--- config.mk ---
export PLATFORM = sky130hd
export DESIGN_NAME = longest_unique_run_length
export DESIGN_NICKNAME = d
export VERILOG_FILES = /design/src/hdl/lurl_pkg.sv /design/src/hdl/lurl_ram.sv /design/src/hdl/lurl_seen.sv /design/src/hdl/longest_unique_run_length.sv
export SDC_FILE = /design/constraint.sdc
export NUM_CORES = 2
export LEC_CHECK = 0
export ABC_AREA = 0
export ABC_CLOCK_PERIOD_IN_PS = 7300
export BUFFER_PORTS_ARGS = -buffer_cell sky130_fd_sc_hd__buf_2
export CAP_MARGIN = 40
export CORE_MARGIN = 5
export CORE_UTILIZATION = 40
export CTS_CLUSTER_SIZE = 40
export DETAILED_ROUTE_END_ITERATION = 12
export GPL_ROUTABILITY_DRIVEN = 1
export GPL_TIMING_DRIVEN = 0
export RECOVER_POWER = 50
export SLEW_MARGIN = 20
export SYNTH_ARGS = -nofsm -noshare
export SYNTH_HDL_FRONTEND = slang
export SYNTH_SLANG_ARGS = --single-unit
--- constraint.sdc ---
create_clock -name aclk -period 7.3 [get_ports aclk]
set_input_delay 0.365 -clock aclk [delete_from_list [all_inputs] [get_ports aclk]]
set_output_delay 0.365 -clock aclk [all_outputs]
set_load 0.02 [all_outputs]
--- src/hdl/lurl_pkg.sv ---
// Shared widths, limits and types for the longest unique run length block.
package lurl_pkg;

    localparam int CODE_W   = 8;
    localparam int ALPHABET = 256;
    localparam int POS_W    = 16;
    localparam int POSC_W   = 17;
    localparam int LEN_W    = 9;

    localparam logic [POSC_W-1:0] MAX_LEN = 17'h10000;

    typedef logic [CODE_W-1:0] code_t;
    typedef logic [POS_W-1:0]  pos_t;
    typedef logic [POSC_W-1:0] posc_t;
    typedef logic [LEN_W-1:0]  len_t;

    typedef struct packed {
        logic  set;
        logic  clear;
        code_t code;
    } seen_upd_t;

endpackage

--- src/hdl/lurl_ram.sv ---
// Generic simple dual-port RAM with one registered read port.
module lurl_ram #(
    parameter int DEPTH  = 256,
    parameter int WIDTH  = 16,
    parameter int ADDR_W = $clog2(DEPTH)
) (
    input  logic              aclk,
    input  logic              we,
    input  logic [ADDR_W-1:0] waddr,
    input  logic [WIDTH-1:0]  wdata,
    input  logic              re,
    input  logic [ADDR_W-1:0] raddr,
    output logic [WIDTH-1:0]  rdata
);

    logic [WIDTH-1:0] mem [DEPTH];
    logic [WIDTH-1:0] rdata_reg;

    always_ff @(posedge aclk) begin
        if (we) begin
            mem[waddr] <= wdata;
        end
    end

    always_ff @(posedge aclk) begin
        if (re) begin
            rdata_reg <= mem[raddr];
        end
    end

    assign rdata = rdata_reg;

endmodule

--- src/hdl/lurl_seen.sv ---
// Per-code seen flags, set on use and cleared together at the end of a string.
module lurl_seen import lurl_pkg::*; (
    input  logic      aclk,
    input  logic      aresetn,
    input  seen_upd_t upd,
    input  code_t     rd_code,
    output logic      rd_seen
);

    logic [ALPHABET-1:0] seen_reg;
    logic [ALPHABET-1:0] seen_next;

    always_comb begin
        seen_next = seen_reg;
        if (upd.clear) begin
            seen_next = '0;
        end else if (upd.set) begin
            seen_next[upd.code] = 1'b1;
        end
    end

    always_ff @(posedge aclk) begin
        if (!aresetn) begin
            seen_reg <= '0;
        end else begin
            seen_reg <= seen_next;
        end
    end

    assign rd_seen = seen_reg[rd_code];

endmodule

--- src/hdl/longest_unique_run_length.sv ---
// Top level: sliding-window longest unique run over a byte stream.
//
//  Channel  | Direction | tdata                    | tlast          | tuser
//  s_       | in        | char_code[7:0]           | end_of_string  | -
//  m_       | out       | best_length[8:0], 0 pad  | is_final       | too_long
//
// One byte per cycle while the output is not stalled; each result passes the stage and output registers.
// A new byte's last-position read and the byte under work's write-back share a cycle; equal codes are forwarded.
// Reset clears all counters and seen flags; table contents need no clearing.
// A stalled output holds the result and the byte under work; new bytes wait.
module longest_unique_run_length import lurl_pkg::*; (
    input  logic        aclk,
    input  logic        aresetn,
    input  logic        s_tvalid,
    output logic        s_tready,
    input  logic [7:0]  s_tdata,   // [7:0] char_code
    input  logic        s_tlast,
    output logic        m_tvalid,
    input  logic        m_tready,
    output logic [15:0] m_tdata,   // [8:0] best_length, [15:9] zero
    output logic        m_tlast,
    output logic        m_tuser    // [0] too_long
);

    logic      s_acc;
    logic      st_go;
    logic      st_valid_reg, st_valid_next;
    code_t     st_code_reg;
    logic      st_last_reg;
    logic      fwd_hit_reg;
    pos_t      fwd_pos_reg;

    posc_t     pos_reg, pos_next;
    pos_t      ws_reg, ws_next;
    len_t      best_reg, best_next;
    logic      ovf_reg, ovf_next;

    logic      m_valid_reg, m_valid_next;
    len_t      m_len_reg;
    logic      m_last_reg;
    logic      m_long_reg;

    logic      full;
    logic      seen;
    pos_t      rd_pos;
    pos_t      prev_pos;
    pos_t      ws_cand;
    posc_t     run;
    logic      wr_en;
    seen_upd_t upd;

    assign st_go    = st_valid_reg && (!m_valid_reg || m_tready);
    assign s_tready = !st_valid_reg || st_go;
    assign s_acc    = s_tvalid && s_tready;

    assign full  = (pos_reg == MAX_LEN);
    assign wr_en = st_go && !full;

    lurl_ram #(
        .DEPTH (ALPHABET),
        .WIDTH (POS_W)
    ) u_ram (
        .aclk  (aclk),
        .we    (wr_en),
        .waddr (st_code_reg),
        .wdata (pos_reg[POS_W-1:0]),
        .re    (s_acc),
        .raddr (s_tdata[CODE_W-1:0]),
        .rdata (rd_pos)
    );

    always_comb begin
        upd.set   = wr_en;
        upd.clear = st_go && st_last_reg;
        upd.code  = st_code_reg;
    end

    lurl_seen u_seen (
        .aclk    (aclk),
        .aresetn (aresetn),
        .upd     (upd),
        .rd_code (st_code_reg),
        .rd_seen (seen)
    );

    always_comb begin
        prev_pos  = fwd_hit_reg ? fwd_pos_reg : rd_pos;
        ws_cand   = (seen && prev_pos >= ws_reg) ? prev_pos + 16'd1 : ws_reg;
        run       = {1'b0, pos_reg[POS_W-1:0]} - {1'b0, ws_cand} + 17'd1;
        pos_next  = pos_reg;
        ws_next   = ws_reg;
        best_next = best_reg;
        ovf_next  = ovf_reg;
        if (st_go) begin
            if (full) begin
                ovf_next = 1'b1;
            end else begin
                ws_next  = ws_cand;
                pos_next = pos_reg + 17'd1;
                if (run[LEN_W-1:0] > best_reg) begin
                    best_next = run[LEN_W-1:0];
                end
            end
        end
    end

    always_comb begin
        st_valid_next = st_valid_reg;
        if (s_acc) begin
            st_valid_next = 1'b1;
        end else if (st_go) begin
            st_valid_next = 1'b0;
        end
        m_valid_next = m_valid_reg;
        if (st_go) begin
            m_valid_next = 1'b1;
        end else if (m_tready) begin
            m_valid_next = 1'b0;
        end
    end

    always_ff @(posedge aclk) begin
        if (!aresetn) begin
            st_valid_reg <= 1'b0;
            m_valid_reg  <= 1'b0;
            pos_reg      <= '0;
            ws_reg       <= '0;
            best_reg     <= '0;
            ovf_reg      <= 1'b0;
        end else begin
            st_valid_reg <= st_valid_next;
            m_valid_reg  <= m_valid_next;
            if (st_go && st_last_reg) begin
                pos_reg  <= '0;
                ws_reg   <= '0;
                best_reg <= '0;
                ovf_reg  <= 1'b0;
            end else begin
                pos_reg  <= pos_next;
                ws_reg   <= ws_next;
                best_reg <= best_next;
                ovf_reg  <= ovf_next;
            end
        end
    end

    always_ff @(posedge aclk) begin
        if (s_acc) begin
            st_code_reg <= s_tdata[CODE_W-1:0];
            st_last_reg <= s_tlast;
            fwd_hit_reg <= wr_en && (st_code_reg == s_tdata[CODE_W-1:0]);
            fwd_pos_reg <= pos_reg[POS_W-1:0];
        end
        if (st_go) begin
            m_len_reg  <= best_next;
            m_last_reg <= st_last_reg;
            m_long_reg <= ovf_next;
        end
    end

    assign m_tvalid = m_valid_reg;
    assign m_tdata  = {7'd0, m_len_reg};
    assign m_tlast  = m_last_reg;
    assign m_tuser  = m_long_reg;

    a_best_nonzero : assert property (@(posedge aclk) disable iff (!aresetn)
        m_valid_reg |-> (m_len_reg != '0))
        else $error("result length is zero");

    a_window_order : assert property (@(posedge aclk) disable iff (!aresetn)
        ({1'b0, ws_reg} <= pos_reg) && (pos_reg <= MAX_LEN))
        else $error("window start beyond position or position beyond limit");

    a_best_bound : assert property (@(posedge aclk) disable iff (!aresetn)
        best_reg <= len_t'(ALPHABET))
        else $error("best length exceeds alphabet size");

    a_ovf_full : assert property (@(posedge aclk) disable iff (!aresetn)
        ovf_reg |-> full)
        else $error("overflow flag set below position limit");

endmodule
# ---- Yosys cells after proc, flatten, opt, wreduce, memory -nomap -nowiden
# Memory sizes are Yosys's and may differ from the RTL's. A register that Yosys moved wholly into a read port is not among the register bits.
# Index checks and enable logic that the tools add are counted.
dict set report classes {
  mux 17
  n_addsub 4
  n_lt_le_gt_ge 4
  n_eq_ne 2
  n_reduce_logical 16
  bitwise_logic 3
}
# cell n
set ops {}
lappend ops {{$or 256x256->256} 1}
lappend ops {{$mux 16} 2}
lappend ops {{$mux 9} 3}
lappend ops {{$add 17x1->17 const B} 1}
lappend ops {{$eq 17x17->1 const B} 1}
lappend ops {{$add 16x1->16 const B} 1}
lappend ops {{$ge 16x16->1} 1}
lappend ops {{$mux 1} 10}
lappend ops {{$add 9x1->9 const B} 1}
lappend ops {{$gt 9x9->1} 1}
lappend ops {{$lt 8x9->1 const B} 1}
lappend ops {{$sub 9x9->9} 1}
lappend ops {{$bmux 1 s8} 1}
lappend ops {{$demux 1 s8} 1}
lappend ops {{$eq 8x8->1} 1}
lappend ops {{$ge 8x1->1 const B} 1}
lappend ops {{$logic_and 1x1->1} 7}
lappend ops {{$reduce_bool 2->1} 2}
lappend ops {{$logic_not 1->1} 3}
lappend ops {{$logic_or 1x1->1} 2}
lappend ops {{$not 1->1} 2}
lappend ops {{$reduce_and 2->1} 1}
lappend ops {{$reduce_or 2->1} 1}
dict set report totals {
  n_memories 1
  regBits 338
  input_bits 13
  mem_bits_rw 4096
}
# name words width rd rd_ports_with_merged_regs wr line_no
set memory_table {}
lappend memory_table {u_ram.mem 256 16 1 1 1 lurl_ram.sv:16} ;# logic [WIDTH-1:0] mem [DEPTH];

# ---- Logic depth before layout (Yosys ltp)
dict set report depth {
  word_depth 10
  ltp_mapped 34
  mapped_depth_nobuf 30
}

# ---- Cells and area by module
# Synthesis repeated with hierarchy kept, for this count alone.
dict set report unflattened {
  hier_cells 8961
  hier_area_um2 174077.0
}
# module cells_each instances area_per_inst_um2 seq_area_each_um2
set by_module_without_submodules {}
lappend by_module_without_submodules {lurl_ram 7360 1 158874.9 123478.4}
lappend by_module_without_submodules {lurl_seen 1136 1 10299.9 5124.9}
lappend by_module_without_submodules {longest_unique_run_length 465 1 4902.2 2011.9}

# ---- Least setup slack after synthesis
# Ideal clock, no wire load.
dict set report synth_timing {
  kind {register to register}
  start {register pos_reg[1]}
  end {register m_len_reg[8], data pin}
  setup_time_ps 272
  stages_incl_launch_ff 21
  path_slack_ps -287
  t_arrival_ps 7315
  period_less_slack_ps 7587
  path_cell_list {dfxtp_1 > inv_1 > ha_1 > inv_1 > ha_1 > a21o_1 > a21oi_1 > nor2b_1 > o21a_1 > o41ai_1 > xnor2_1 > inv_1 > xnor2_1 > ha_1 > nand4_1 > nor3_1 > nor3_1 > o31ai_1 > nor3_1 > mux2_2 > or4_1}
}
dict set report synth_between {
  elab_chain_cells 6
  elab_cells_between_ends 7
}
# element line_no
set synth_lines {}
lappend synth_lines {{from (decl)} longest_unique_run_length.sv:33} ;# posc_t pos_reg, pos_next;
lappend synth_lines {{from (signal assigned)} longest_unique_run_length.sv:139} ;# pos_reg <= pos_next;
lappend synth_lines {{$sub 9x9->9} longest_unique_run_length.sv:89} ;# run = {1'b0, pos_reg[POS_W-1:0]} - {1'b0, ws_cand} + 17'd1;
lappend synth_lines {{$add 9x1->9} longest_unique_run_length.sv:89}
lappend synth_lines {{$gt 9x9->1} longest_unique_run_length.sv:100} ;# if (run[LEN_W-1:0] > best_reg) begin
lappend synth_lines {{$mux 9} longest_unique_run_length.sv:100}
lappend synth_lines {{$mux 9 (*)} longest_unique_run_length.sv:95} ;# if (full) begin
lappend synth_lines {{$mux 9 (*)} longest_unique_run_length.sv:94} ;# if (st_go) begin
lappend synth_lines {{named net best_next[8]} longest_unique_run_length.sv:35} ;# len_t best_reg, best_next;
lappend synth_lines {{to (signal assigned)} longest_unique_run_length.sv:155} ;# m_len_reg <= best_next;
lappend synth_lines {{to (decl)} longest_unique_run_length.sv:39} ;# len_t m_len_reg;
# The timed path passes the listed nets; every way through them passes the cells marked *.
# A chain may end at the register's enable or synchronous reset.

# ---- Worst setup path in the final report
dict set report layout_timing {
  start {register st_code_reg[1]}
  end {register m_len_reg[8], data pin}
}
dict set report layout_between {
  elab_chain_cells 10
}
# element line_no
set layout_lines {}
lappend layout_lines {{from (decl)} longest_unique_run_length.sv:28} ;# code_t st_code_reg;
lappend layout_lines {{from (signal assigned)} longest_unique_run_length.sv:149} ;# st_code_reg <= s_tdata[CODE_W-1:0];
lappend layout_lines {{$bmux 1 s8 (*)} lurl_seen.sv:30} ;# assign rd_seen = seen_reg[rd_code];
lappend layout_lines {{$mux 1 (not written as such) (*)} lurl_seen.sv:30}
lappend layout_lines {{$logic_and 1x1->1 (*)} longest_unique_run_length.sv:88} ;# ws_cand = (seen && prev_pos >= ws_reg) ? prev_pos + 16'd1 : ws_reg;
lappend layout_lines {{$mux 16 (*)} longest_unique_run_length.sv:88}
lappend layout_lines {{named net ws_cand[1]} longest_unique_run_length.sv:47} ;# pos_t ws_cand;
lappend layout_lines {{$sub 9x9->9 (*)} longest_unique_run_length.sv:89}
lappend layout_lines {{$add 9x1->9 (*)} longest_unique_run_length.sv:89}
lappend layout_lines {{$gt 9x9->1} longest_unique_run_length.sv:100}
lappend layout_lines {{$mux 9 (*)} longest_unique_run_length.sv:100}
lappend layout_lines {{$mux 9 (*)} longest_unique_run_length.sv:95}
lappend layout_lines {{$mux 9 (*)} longest_unique_run_length.sv:94}
lappend layout_lines {{named net best_next[8]} longest_unique_run_length.sv:35}
# The timed path passes the listed nets; every way through them passes the cells marked *. The select of a mux whose other input is x is not followed.

==> summary.txt <==
Status
  – Status: finished with violations
  – Failing checks: max-capacitance violations, max-slew violations

Floorplan
  – Io pins: 33
  – Die Span X: 663 um
  – Row cnt: 239
  – Core box area: 424000 um2
  – Die H: 663 um
  – Initial Util: 40.2%
  – Die Footprint: 440000 um2

Detailed routing
  – Number of nets still failing antenna checks after routing: 0
  – Post-route DRC: 0
  – Drt pass-1 iters: 6
  – Routed wire length: 488000 um
  – Via-to-Cell Ratio: 5.85
  – First DRT Iteration DRCs: 11700
  – DR WL/cell: 33.7 um
  – Vias post-DR: 84700

Place
  – Post-DP Area: 185000 um2
  – Worst slack, placed: -1.37 ns
  – Port bufs: 25
  – Post-DP HPWL: 338000 um
  – Gp weighted congestion: 0.964

Timing
  – # setup viols final: 0
  – Slew Limit Fails: 3702
  – Fmax: 0.138 GHz
  – Worst rel slew slack: -147%
  – Final hold vios: 0
  – Final Skew: 0.0783 ns
  – Setup tns final: 0 ns
  – Min cycle time layout: 7.23 ns
  – Worst-margin pin slew: 3.71 ns
  – Fin crit share: 99.0%
  – Final worst setup slack: 0.0715 ns

Setup path
  – Critical path's largest stage delay: 0.50 ns
  – CP dominant cell by count: ha_1
  – Critical path class: reg -> reg
  – Crit. End Element: flop
  – Worst Path Arrival: 7.96 ns
  – CP Data Required Time: 8.03 ns
  – Slowest-stage cell, CP: or4_4
  – Setup crit start kind: flop
  – Worst Path Max Fanout: 10

Synthesis
  – Post-Syn Area: 171000 um2
  – YS warnings: 0
  – #FFs+latches synth: 4450
  – Netlist cell types: 55
  – Post-synth top area share: 73.0%
  – Post-Syn Instances: 7596
  – Avg Cell Area, Syn: 22.5 um2
  – FFs w/ async S/R, synth: 0%
  – Synth area leaders: edfxtp_1, mux4_2, dfxtp_1
  – Post-synth EDFFs: 4149
  – Post-synth top flop: edfxtp_1
  – Seq/Total Area, Yosys: 76.5%
  – Largest area contributor in the netlist: edfxtp_1

Cells and area
  – Max reg flops: 4096
  – P&R area growth vs syn: 16.2%
  – Final core occ: 46.7%
  – Design area: 198000 um2
  – Share of layout cells above drive strength 1: 31.3%
  – Final nets: 8488

CTS
  – Sink Count: 4450
  – H-tree depth: 5
  – Clk_lat worst skew: 1.02 ns
  – TritonCTS clock tree: yes
  – CTS root buffer: clkbuf_16
  – CTS Buf Count: 445
  – Clk buf depth: 4
  – Clk pin slew, worst setup/hold paths: 0.07 ns

Worst hold path
  – HP Class: in -> reg

Power and ir drop
  – Leak: 68.9 nW
  – Pwr Density: 260 nW/um2
  – VDD IR max: 0.230 mV

GRT
  – Global route total overflow: 0
  – First-pass GRT wire length: 674000 um
  – Antenna violations before repair: 61
  – Number of global-route vias before repair: 83800
  – All-layer global routing usage: 21.7%
  – Largest net degree at the start of global routing: 80

Job
  – Max Cap Viol: 66
[placed cells by master, fill, tap and decap left out, types with 12 or more instances in the layout]
| cell | instances |
|---|---|
| edfxtp_1 | 4149 |
| mux4_2 | 1401 |
| nor2_1 | 580 |
| clkbuf_16 | 449 |
| clkbuf_1 | 369 |
| dfxtp_1 | 301 |
| nor2_4 | 163 |
| buf_6 | 161 |
| clkinv_1 | 95 |
| clkinv_2 | 79 |
| buf_2 | 78 |
| nor2_2 | 77 |
| clkbuf_2 | 72 |
| mux2i_1 | 72 |
| buf_8 | 64 |
| buf_1 | 60 |
| nand2_1 | 52 |
| inv_1 | 49 |
| ha_1 | 43 |
| buf_12 | 37 |
| xnor2_1 | 29 |
| nand3_1 | 28 |
| bufinv_16 | 27 |
| buf_16 | 23 |
| clkbuf_8 | 21 |
| buf_4 | 20 |
| nor3_1 | 19 |
| a21oi_1 | 18 |
| a22oi_1 | 18 |
| diode_2 | 15 |
| nor2b_1 | 15 |
| nand4_1 | 15 |
| mux2_2 | 15 |
| dlygate4sd3_1 | 15 |
| o21ai_0 | 14 |
| xor2_1 | 13 |
| clkinv_16 | 13 |
| clkinvlp_4 | 13 |
| and2_1 | 12 |
[timing repair]
item                                    4_1_cts  5_1_grt
endpoints found under the setup margin       18       13
gates resized for setup                      55       30
endpoints found under the hold margin        24        0
cloned                                        0        0
pin swaps                                     2        5
hold buffers                                 15        0
buffers inserted                              3        7
[synthesized netlist by cell type (8+ instances only)]
cell type and n:
edfxtp_1 4149, mux4_2 1401, nor2_1 820, dfxtp_1 301, clkbuf_1 251, mux2i_1 81
buf_1 80, buf_2 69, nand2_1 53, inv_1 49, ha_1 43, nand3_1 31
xnor2_1 29, nor3_1 21, a21oi_1 20, a22oi_1 19, nor2b_1 16, mux2_2 15
nand4_1 15, and2_1 14, o21ai_0 14, xor2_1 13, buf_4 11, a21o_1 8
[final cells by class]
cell class | instances | area [um2]
diodes | 15 | 37.5
multi-input cells | 2690 | 39800
inverters | 49 | 184
clock buffers | 576 | 11900
repair buffers | 383 | 4490
fillers | 34400 | 226000
clock inverters | 244 | 2300
flip-flops and latches | 4450 | 131000
well taps | 5663 | 7090
plain buffers | 412 | 1940
[critical path, delay by kind of cell (launching register included)]
family	cells	cell delay, ns
AO/OA/AOI/OAI	8	1.49
adder cells (fa/ha/maj)	3	0.79
multiplexers	3	1.02
AND/OR/NAND/NOR	9	1.51
flip-flops	1	0.32
XOR/XNOR	2	0.35
buffers and inverters	7	1.39
[routing by layer]
layer | share of wire [%] | GRT usage (%)
met2 | 46 | 33.7
met1 | 40 | 30.5
met5 | 0.016 | 0.0109
met3 | 9.5 | 4.28
met4 | 4.7 | 8.35
[metrics by stage]
| stage | hold slack (ns) | total power [mW] | instances |
|---|---|---|---|
| 2_1_floorplan | 0.426 | 29.1 | 7602 |
| 3_5_place_dp | 0.434 | 29.8 | 13600 |
| 4_1_cts | 0.00367 | 51.9 | 14400 |
| 5_1_grt | 0.0831 | 53.1 | 14500 |
| 6_report | 0.103 | 51.6 | 14500 |
| 3_3_place_gp | 0.445 | 29.7 | 13300 |
[cells by family (layout without fill, tap and decap cells)]
kind of cell | count (synthesis) | after routing | share of synthesized area [%]
xor+xnor | 42 | 42 | 0.216
fa+ha+maj | 44 | 44 | 0.327
other cells | 1 | 22 | 0.00220
compound gates | 97 | 97 | 0.389
simple gates | 1003 | 1003 | 2.37
flops | 4450 | 4450 | 76.5
mux | 1497 | 1497 | 19.1
buf+inv | 462 | 1664 | 1.10
[where the power goes]
part	internal (mW)	total [mW]	switching (mW)
registers	27.5	27.6	0.0286
clock network	12.5	22.3	9.76
logic	0.634	1.76	1.13
total	40.7	51.6	10.9
[worst paths after layout]
path	startpoint	cells past startpoint	end	slack (ns)
max	st_code_reg[1]	32	m_len_reg[8]	0.07
min	s_tlast	2	st_last_reg	0.10
max reg2reg	st_code_reg[1]	32	m_len_reg[8]	0.07
min reg2reg	st_last_reg	0	m_tlast	0.46
Note: power is estimated with default switching activity, not from simulation.
